## config.mk

```make
export PLATFORM = sky130hd
export DESIGN_NAME = playfair_digraph_cipher_flat
export DESIGN_NICKNAME = d
export VERILOG_FILES = /design/src/rtl/core/pfc_pkg.sv /design/src/rtl/core/pfc_if.sv /design/src/rtl/core/playfair_digraph_cipher.sv /design/src/rtl/core/pfc_store.sv /design/src/flat_wrapper.sv
export SDC_FILE = /design/constraint.sdc
export NUM_CORES = 1
export LEC_CHECK = 0
export ABC_AREA = 1
export BUFFER_PORTS_ARGS = -buffer_cell sky130_fd_sc_hd__buf_2
export CORE_MARGIN = 3
export CORE_UTILIZATION = 60
export CTS_BUF_LIST = sky130_fd_sc_hd__clkbuf_2
export DETAILED_ROUTE_END_ITERATION = 6
export PLACE_DENSITY = 0.77
export SLEW_MARGIN = 40
export SYNTH_ARGS = -nofsm -noshare
export SYNTH_HDL_FRONTEND = slang
export SYNTH_SLANG_ARGS = --single-unit
```

## constraint.sdc

```tcl
create_clock -name clk -period 4.2 [get_ports clk]
set_clock_uncertainty 0.1 [all_clocks]
set_input_delay 0.21 -clock clk [delete_from_list [all_inputs] [get_ports clk]]
set_output_delay 0.21 -clock clk [all_outputs]
set_load 0.05 [all_outputs]
```

## src/rtl/core/pfc_pkg.sv

```systemverilog
// ============================================================================
// pfc_pkg: shared types, codes and helpers for the Playfair digraph cipher
// Letter encoding, item modes, status codes, square geometry and the
// small helper functions used by the sequencer.
// ============================================================================
package pfc_pkg;

    // Square geometry
    localparam int unsigned Side    = 5;
    localparam int unsigned Cells   = Side * Side;
    localparam int unsigned Letters = 26;

    typedef logic [4:0] letter_t;
    typedef logic [2:0] coord_t;
    typedef logic [4:0] cell_idx_t;
    typedef logic [2:0] mode_t;
    typedef logic [1:0] status_t;

    // Letter codes
    localparam letter_t LETTER_I    = letter_t'(8);
    localparam letter_t LETTER_J    = letter_t'(9);
    localparam letter_t LAST_LETTER = letter_t'(Letters - 1);

    // Item modes
    localparam mode_t MODE_CLEAR   = 3'd0;
    localparam mode_t MODE_KEY     = 3'd1;
    localparam mode_t MODE_FINISH  = 3'd2;
    localparam mode_t MODE_ENCRYPT = 3'd3;
    localparam mode_t MODE_DECRYPT = 3'd4;

    // Status codes
    localparam status_t ST_DONE      = 2'd0;
    localparam status_t ST_NOT_READY = 2'd1;
    localparam status_t ST_FROZEN    = 2'd2;

    localparam coord_t LAST_COORD = coord_t'(Side - 1);
    localparam cell_idx_t FULL_COUNT = cell_idx_t'(Cells);

    // Position of a letter in the square
    typedef struct packed {
        coord_t row;
        coord_t col;
    } pfc_pos_t;

    // Sequencer requests to the table store
    typedef struct packed {
        logic      clear;
        logic      place;
        letter_t   place_letter;
        letter_t   pos_addr;
        cell_idx_t cell_addr;
    } pfc_store_req_t;

    // Fold j into i and clamp anything past z
    function automatic letter_t fold_letter(input letter_t l);
        letter_t r;
        r = (l > LAST_LETTER) ? LAST_LETTER : l;
        if (r == LETTER_J)
        begin
            r = LETTER_I;
        end
        return r;
    endfunction

    // Step a coordinate by one with wrap, forward or backward
    function automatic coord_t wrap_step(input coord_t x, input logic backward);
        coord_t r;
        if (backward)
        begin
            r = (x == '0) ? LAST_COORD : coord_t'(x - 3'd1);
        end
        else
        begin
            r = (x == LAST_COORD) ? '0 : coord_t'(x + 3'd1);
        end
        return r;
    endfunction

    // Row-major cell index: row * 5 + col
    function automatic cell_idx_t cell_index(input coord_t row, input coord_t col);
        return cell_idx_t'({row, 2'b00}) + cell_idx_t'(row) + cell_idx_t'(col);
    endfunction

endpackage

```

## src/rtl/core/pfc_if.sv

```systemverilog
// ============================================================================
// pfc_if: handshake channels of the Playfair digraph cipher
// Request channel carries one item per beat, response channel one result.
// ============================================================================
interface pfc_req_if;
    logic                valid;
    logic                ready;
    logic [2:0]          mode;
    logic [4:0]          first_letter;
    logic [4:0]          second_letter;

    modport source (output valid, output mode, output first_letter,
                    output second_letter, input ready);
    modport sink   (input valid, input mode, input first_letter,
                    input second_letter, output ready);
endinterface

interface pfc_rsp_if;
    logic                valid;
    logic                ready;
    logic [4:0]          first_out;
    logic [4:0]          second_out;
    logic [1:0]          status;

    modport source (output valid, output first_out, output second_out,
                    output status, input ready);
    modport sink   (input valid, input first_out, input second_out,
                    input status, output ready);
endinterface

```

## src/rtl/core/playfair_digraph_cipher.sv

```systemverilog
// ============================================================================
// playfair_digraph_cipher: Playfair cipher over a 5x5 key square
// Sequencer, shared coordinate step unit and result register on top of
// the table store.
// ============================================================================
// Takes one item at a time and returns one result per item. A finish item
// on an unfinished square walks all 26 letter codes one per cycle (j is
// still walked but places nothing), placing every letter not yet in the
// square through the single write port of the tables, and a cipher pair
// makes two position reads and two square reads in turn through one read
// port each, with one coordinate step unit shared by both letters. The next
// item is accepted as soon as a result is loaded into the output register,
// even if that result has not yet been taken.
module playfair_digraph_cipher (
    input  logic      clk,
    input  logic      rst_n,
    pfc_req_if.sink   req,
    pfc_rsp_if.source rsp
);
    import pfc_pkg::*;

    localparam logic [3:0] S_IDLE  = 4'd0;
    localparam logic [3:0] S_KEY   = 4'd1;
    localparam logic [3:0] S_FILL  = 4'd2;
    localparam logic [3:0] S_POS_A = 4'd3;
    localparam logic [3:0] S_POS_B = 4'd4;
    localparam logic [3:0] S_CALC  = 4'd5;
    localparam logic [3:0] S_CELL1 = 4'd6;
    localparam logic [3:0] S_CELL2 = 4'd7;
    localparam logic [3:0] S_CAPT  = 4'd8;
    localparam logic [3:0] S_DONE  = 4'd9;

    logic [3:0] state_reg, state_next;
    mode_t      mode_reg, mode_next;
    letter_t    a_reg, a_next;
    letter_t    b_reg, b_next;
    letter_t    walk_reg, walk_next;
    logic       sq_ready_reg, sq_ready_next;
    pfc_pos_t   pos_a_reg, pos_a_next;
    pfc_pos_t   pos_b_reg, pos_b_next;
    letter_t    o1_reg, o1_next;
    letter_t    o2_reg, o2_next;
    status_t    st_reg, st_next;

    logic       out_valid_reg, out_valid_next;
    letter_t    out_first_reg, out_first_next;
    letter_t    out_second_reg, out_second_next;
    status_t    out_status_reg, out_status_next;

    pfc_store_req_t store_req;
    pfc_pos_t       pos_rdata;
    letter_t        cell_rdata;

    logic     accept;
    logic     same_row, same_col;
    pfc_pos_t own_pos;
    coord_t   other_col;
    coord_t   step_in, step_out;
    coord_t   tgt_row, tgt_col;

    pfc_store u_store (
        .clk        (clk),
        .rst_n      (rst_n),
        .req        (store_req),
        .pos_rdata  (pos_rdata),
        .cell_rdata (cell_rdata)
    );

    assign req.ready = (state_reg == S_IDLE);
    assign accept    = req.valid && req.ready;

    // Shared coordinate step unit: serves the first letter, then the second
    assign same_row  = (pos_a_reg.row == pos_b_reg.row);
    assign same_col  = (pos_a_reg.col == pos_b_reg.col);
    assign own_pos   = (state_reg == S_CELL1) ? pos_a_reg : pos_b_reg;
    assign other_col = (state_reg == S_CELL1) ? pos_b_reg.col : pos_a_reg.col;
    assign step_in   = same_row ? own_pos.col : own_pos.row;
    assign step_out  = wrap_step(step_in, mode_reg == MODE_DECRYPT);

    always_comb
    begin
        if (same_row)
        begin
            tgt_row = own_pos.row;
            tgt_col = step_out;
        end
        else if (same_col)
        begin
            tgt_row = step_out;
            tgt_col = own_pos.col;
        end
        else
        begin
            tgt_row = own_pos.row;
            tgt_col = other_col;
        end
    end

    // Sequencer
    always_comb
    begin
        state_next    = state_reg;
        mode_next     = mode_reg;
        a_next        = a_reg;
        b_next        = b_reg;
        walk_next     = walk_reg;
        sq_ready_next = sq_ready_reg;
        pos_a_next    = pos_a_reg;
        pos_b_next    = pos_b_reg;
        o1_next       = o1_reg;
        o2_next       = o2_reg;
        st_next       = st_reg;

        store_req.clear        = 1'b0;
        store_req.place        = 1'b0;
        store_req.place_letter = a_reg;
        store_req.pos_addr     = a_reg;
        store_req.cell_addr    = cell_index(tgt_row, tgt_col);

        out_valid_next  = out_valid_reg && !rsp.ready;
        out_first_next  = out_first_reg;
        out_second_next = out_second_reg;
        out_status_next = out_status_reg;

        case (state_reg)
            S_IDLE:
            begin
                if (accept)
                begin
                    mode_next = req.mode;
                    a_next    = fold_letter(req.first_letter);
                    b_next    = fold_letter(req.second_letter);
                    o1_next   = '0;
                    o2_next   = '0;
                    st_next   = ST_DONE;
                    state_next = S_DONE;
                    case (req.mode)
                        MODE_CLEAR:
                        begin
                            store_req.clear = 1'b1;
                            sq_ready_next   = 1'b0;
                        end
                        MODE_KEY, MODE_FINISH:
                        begin
                            if (sq_ready_reg)
                            begin
                                st_next = ST_FROZEN;
                            end
                            else if (req.mode == MODE_KEY)
                            begin
                                state_next = S_KEY;
                            end
                            else
                            begin
                                walk_next  = '0;
                                state_next = S_FILL;
                            end
                        end
                        MODE_ENCRYPT, MODE_DECRYPT:
                        begin
                            if (!sq_ready_reg)
                            begin
                                st_next = ST_NOT_READY;
                            end
                            else
                            begin
                                state_next = S_POS_A;
                            end
                        end
                        default:
                        begin
                            st_next = ST_DONE;
                        end
                    endcase
                end
            end
            S_KEY:
            begin
                store_req.place = 1'b1;
                state_next      = S_DONE;
            end
            S_FILL:
            begin
                // Walk the alphabet; the store skips letters already placed
                store_req.place        = (walk_reg != LETTER_J);
                store_req.place_letter = walk_reg;
                if (walk_reg == LAST_LETTER)
                begin
                    sq_ready_next = 1'b1;
                    state_next    = S_DONE;
                end
                else
                begin
                    walk_next = walk_reg + 5'd1;
                end
            end
            S_POS_A:
            begin
                store_req.pos_addr = a_reg;
                state_next         = S_POS_B;
            end
            S_POS_B:
            begin
                store_req.pos_addr = b_reg;
                pos_a_next         = pos_rdata;
                state_next         = S_CALC;
            end
            S_CALC:
            begin
                pos_b_next = pos_rdata;
                state_next = S_CELL1;
            end
            S_CELL1:
            begin
                state_next = S_CELL2;
            end
            S_CELL2:
            begin
                o1_next    = cell_rdata;
                state_next = S_CAPT;
            end
            S_CAPT:
            begin
                o2_next    = cell_rdata;
                state_next = S_DONE;
            end
            S_DONE:
            begin
                // Load the result once the output register is free
                if (!out_valid_reg || rsp.ready)
                begin
                    out_valid_next  = 1'b1;
                    out_first_next  = o1_reg;
                    out_second_next = o2_reg;
                    out_status_next = st_reg;
                    state_next      = S_IDLE;
                end
            end
            default:
            begin
                state_next = S_IDLE;
            end
        endcase
    end

    // Control registers
    always_ff @(posedge clk or negedge rst_n)
    begin
        if (!rst_n)
        begin
            state_reg     <= S_IDLE;
            sq_ready_reg  <= 1'b0;
            out_valid_reg <= 1'b0;
        end
        else
        begin
            state_reg     <= state_next;
            sq_ready_reg  <= sq_ready_next;
            out_valid_reg <= out_valid_next;
        end
    end

    // Payload registers
    always_ff @(posedge clk)
    begin
        mode_reg       <= mode_next;
        a_reg          <= a_next;
        b_reg          <= b_next;
        walk_reg       <= walk_next;
        pos_a_reg      <= pos_a_next;
        pos_b_reg      <= pos_b_next;
        o1_reg         <= o1_next;
        o2_reg         <= o2_next;
        st_reg         <= st_next;
        out_first_reg  <= out_first_next;
        out_second_reg <= out_second_next;
        out_status_reg <= out_status_next;
    end

    assign rsp.valid      = out_valid_reg;
    assign rsp.first_out  = out_first_reg;
    assign rsp.second_out = out_second_reg;
    assign rsp.status     = out_status_reg;

endmodule

```

## src/rtl/core/pfc_store.sv

```systemverilog
// ============================================================================
// pfc_store: key square and letter position tables
// Holds the square memory, the letter position memory, the present bits
// and the fill counters. Places one letter per request; reads are registered.
// ============================================================================
module pfc_store (
    input  logic                    clk,
    input  logic                    rst_n,
    input  pfc_pkg::pfc_store_req_t req,
    output pfc_pkg::pfc_pos_t       pos_rdata,
    output pfc_pkg::letter_t        cell_rdata
);
    import pfc_pkg::*;

    letter_t   key_mem [0:Cells-1];
    pfc_pos_t  pos_mem [0:Letters-1];

    logic [Letters-1:0] present_reg, present_next;
    cell_idx_t          fill_count_reg, fill_count_next;
    coord_t             fill_row_reg, fill_row_next;
    coord_t             fill_col_reg, fill_col_next;
    pfc_pos_t           pos_rdata_reg;
    letter_t            cell_rdata_reg;
    logic               do_place;

    // Place only a new letter into a square that still has room
    assign do_place = req.place && !present_reg[req.place_letter]
                      && (fill_count_reg != FULL_COUNT);

    // Fill counters and present bits
    always_comb
    begin
        present_next    = present_reg;
        fill_count_next = fill_count_reg;
        fill_row_next   = fill_row_reg;
        fill_col_next   = fill_col_reg;
        if (req.clear)
        begin
            present_next    = '0;
            fill_count_next = '0;
            fill_row_next   = '0;
            fill_col_next   = '0;
        end
        else if (do_place)
        begin
            present_next[req.place_letter] = 1'b1;
            fill_count_next = fill_count_reg + 5'd1;
            if (fill_col_reg == LAST_COORD)
            begin
                fill_col_next = '0;
                fill_row_next = fill_row_reg + 3'd1;
            end
            else
            begin
                fill_col_next = fill_col_reg + 3'd1;
            end
        end
    end

    always_ff @(posedge clk or negedge rst_n)
    begin
        if (!rst_n)
        begin
            present_reg    <= '0;
            fill_count_reg <= '0;
            fill_row_reg   <= '0;
            fill_col_reg   <= '0;
        end
        else
        begin
            present_reg    <= present_next;
            fill_count_reg <= fill_count_next;
            fill_row_reg   <= fill_row_next;
            fill_col_reg   <= fill_col_next;
        end
    end

    // Table writes and registered reads
    always_ff @(posedge clk)
    begin
        if (do_place)
        begin
            key_mem[fill_count_reg]  <= req.place_letter;
            pos_mem[req.place_letter] <= '{row: fill_row_reg, col: fill_col_reg};
        end
        pos_rdata_reg  <= pos_mem[req.pos_addr];
        cell_rdata_reg <= key_mem[req.cell_addr];
    end

    assign pos_rdata  = pos_rdata_reg;
    assign cell_rdata = cell_rdata_reg;

endmodule
```

## src/flat_wrapper.sv

```systemverilog
// flat-port wrapper written by rule: the top's interface ports become plain ports
module playfair_digraph_cipher_flat import pfc_pkg::*;
  (clk, rst_n, req_valid, req_mode, req_first_letter, req_second_letter, req_ready, rsp_valid, rsp_first_out, rsp_second_out, rsp_status, rsp_ready);
  pfc_req_if req_i ();
  pfc_rsp_if rsp_i ();
  input  logic clk;
  input  logic rst_n;
  input wire logic [$bits(req_i.valid)-1:0] req_valid;
  input wire logic [$bits(req_i.mode)-1:0] req_mode;
  input wire logic [$bits(req_i.first_letter)-1:0] req_first_letter;
  input wire logic [$bits(req_i.second_letter)-1:0] req_second_letter;
  output wire logic [$bits(req_i.ready)-1:0] req_ready;
  output wire logic [$bits(rsp_i.valid)-1:0] rsp_valid;
  output wire logic [$bits(rsp_i.first_out)-1:0] rsp_first_out;
  output wire logic [$bits(rsp_i.second_out)-1:0] rsp_second_out;
  output wire logic [$bits(rsp_i.status)-1:0] rsp_status;
  input wire logic [$bits(rsp_i.ready)-1:0] rsp_ready;
  assign req_i.valid = req_valid;
  assign req_i.mode = req_mode;
  assign req_i.first_letter = req_first_letter;
  assign req_i.second_letter = req_second_letter;
  assign req_ready = req_i.ready;
  assign rsp_valid = rsp_i.valid;
  assign rsp_first_out = rsp_i.first_out;
  assign rsp_second_out = rsp_i.second_out;
  assign rsp_status = rsp_i.status;
  assign rsp_i.ready = rsp_ready;
  playfair_digraph_cipher u_core (.clk(clk), .rst_n(rst_n), .req(req_i), .rsp(rsp_i));
endmodule
```

==> run metrics <==
total power between 10 and 15 mW; period utilization 94.2%; final setup fails 0; DR vias/cell 5.80; Critical Path AT ~4.7 ns; Layout Nets 1663; cell mode on critical path nand2_1; Setup TNS 0 ns; vias in the first global route between 10000 and 15000; gpl congestion between 0.8 and 0.9; Avg Cell Area, Syn 11.3 sq um; # IOs 31; worst-path cell chain inv_1 > nor2_4 > nand2_1 > buf_4 > o21ai_2 > nand2_1 > nand2_1 > nand2_1 > nand2_1 > o21ai_0 > nand2_1 > o21ai_1 > ha_1 > ha_1 > fa_2 > clkinvlp_4 > o221ai_1 > nand3_1 > o21ai_0 > nand3_1 > nand2_1; Die X 174 um; clk buf depth 3; detailed placement HPWL 23900 um; register clock-pin slew on the reported worst setup and hold paths roughly 0.11 ns; Critical Path Source Type flip-flop; DR DRC count 0; Synth Net Count 1541; drt pass-1 iters 5; grt met2 use about two fifths; flop-to-flop setup slack 0.25 ns; critical path's top delay family adder cells; Netlist Area Pre-Place 17000 sq um; initial antenna violation count 2; routed wire length 38300 um; clock latency on the worst-skew pair 0.97 ns; Power Density between 600 and 700 nW/um^2; slew margin rel. 42.2%; fraction of layout cells with a size suffix above 1 16.4%; Num CTS Buffers 96; minimum clock period just under 4 ns; WP data required 4.96 ns; grt met3 use 5.46%; Sink Count 389; Largest register FFs 156; largest net degree at the start of global routing 83; Total GRT Usage approximately 25%; Hold Vio Cnt, Final 0; Final Max Tran Viols 0; DR iter-0 viols 1134; post-layout util 69.0%; peak supply drop 0.558 mV; via count of the routed design 12100; Seq/Total Area, Yosys between 60% and 70%; Syn-to-layout area delta 11.3%; htree depth 3; Final ANT Viol Nets 0; Buf+Inv Stages, Crit Path 3; Post-Syn Instances 1508; Std-Cell Core Area around 27000 sq um; worst-path fanout max 13; crit path max-delay cell type fa_2; M1 GR Usage 34.3%; leakage power about 7.3 nW; Setup CP Type flip-flop to flip-flop; root buffer cell clkbuf_2; first-pass GRT wire length 60900 um; GRT Max-Usage Layer met2; Port Buffers 30; grt total ovfl 0; max cap viols 0; post-synth cell types 40; number of placement rows 60; crit end category flip-flop; Die Area 30400 sq um; Worst Hold Class input pin to flip-flop; initial core utilization 62.0%; Worst Tran Pin Value 0.861 ns; achievable frequency 253 MHz; CP peak stage delay 0.71 ns; Die Height 174 um; CTS tree done; synthesized flop and latch total a little under 400; Ys Warns 0; Avg WL per Cell ~18 um; status complete, no violations
==> where the power goes <==
part	switching (mW)	leakage (nW)	internal [mW]	total, mW
Sequential	0.391	3.66	5.06	5.45
Clock	1.54	0.693	0.988	2.52
Combinational	2.79	2.94	1.16	3.95
==> path summary, 6_finish.rpt <==
kind / startpoint / end / cells after the start
max: u_core.state_reg[2] / u_core.u_store.cell_rdata[3] / 21
min: req_first_letter[2] / u_core.a_reg[2] / 4
max reg2reg: u_core.state_reg[2] / u_core.u_store.cell_rdata[3] / 21
min reg2reg: u_core.u_store.pos_rdata[1] / u_core.pos_a_reg[1] / 0
max in group asynchronous: rst_n / u_core.u_store.fill_row_reg[0] / 4
min in group asynchronous: rst_n / u_core.sq_ready_reg / 4
==> per-layer routing <==
metal / vias to the layer above / share of wire, %
met5: - / 0
met4: 0 / 2.7
met3: 85 / 8.5
met2: 567 / 48
met1: 5786 / 41
li1: 5655 / -
==> kinds of logic (layout without fill, tap and decap cells) <==
logic type	after synthesis	in the layout	share of synthesized area (%)
flip-flops	389	389	66.8
AO/OA/AOI/OAI	322	322	11.6
buffers and inverters	189	393	4.53
other	0	2	0
multiplexers	16	16	0.942
XOR/XNOR	11	11	0.567
adder cells (fa/ha/maj)	16	16	1.27
AND/OR/NAND/NOR	565	565	14.3
==> metrics by stage <==
step	setup slack [ns]	hold WS, ns	cells	cell area (sq um)
3_3_place_gp	0.135	0.301	1870	17600
4_1_cts	0.0137	0.0929	2081	18800
2_1_floorplan	0.343	-0.186	1508	17000
5_1_grt	-0.0372	0.142	2086	18900
6_report	0.246	0.191	2086	18900
3_5_place_dp	-0.0432	0.169	1870	17600
==> area by class of cell <==
type	count	area, sq um
multi-input combinational	930	4930
timing repair buffer	95	774
fill	1972	8490
clock inverter	42	230
sequential	389	11400
clock buffer	138	691
timing repair inverter	1	7.51
antenna	2	5.00
tap	372	465
inverter	117	445
==> worst min-delay path, cell delays in order <==
cell and delay (ns):
dlygate4sd3_1 0.53, buf_2 0.10, inv_1 0.06, nor2_1 0.17
==> cell usage in the layout, fill, tap and decap left out, drive strengths merged, types with 4 or more instances in the layout <==
cell         Yosys  routed
nor3             7       7
dfrtp           43      43
clkinv           4      42
or2             10      10
nor2           207     207
nand3          128     128
nand2          210     210
o32ai           14      14
xor2             7       7
ha              14      14
o211ai          43      43
o21ai          201     201
o21bai          33      33
edfxtp         335     335
a21oi            9       9
o221ai          16      16
dlygate4sd3      0      29
clkbuf          48     138
mux2i           16      16
inv            113     115
xnor2            4       4
a31oi            4       4
buf             24      66
dfxtp           11      11
==> timing repair <==
item,4_1_cts,5_1_grt
setup endpoints to repair,4,5
gates resized for setup,4,23
hold buffers,30,0
endpoints found under the hold margin,95,0
buffers inserted,0,3
pin swaps,0,2
gates cloned,1,0
==> synth_stat cells (all sizes together) <==
cell,n,area share [%]
edfxtp,335,59
nand2,210,5.0
nor2,207,4.7
o21ai,201,6.2
nand3,128,3.9
inv,113,2.5
clkbuf,48,1.1
dfrtp,43,6.3
o211ai,43,1.9
o21bai,33,1.5
buf,24,0.88
mux2i,16,0.94
o221ai,16,0.82
ha,14,1.0
o32ai,14,0.72
dfxtp,11,1.3
or2,10,0.37
a21oi,9,0.26
nor3,7,0.21
xor2,7,0.36
a31oi,4,0.15
clkinv,4,0.096
xnor2,4,0.21
a211oi,2,0.088
fa,2,0.24
nand3b,2,0.088
nor4,1,0.037
(Power assumes the default switching activity.)
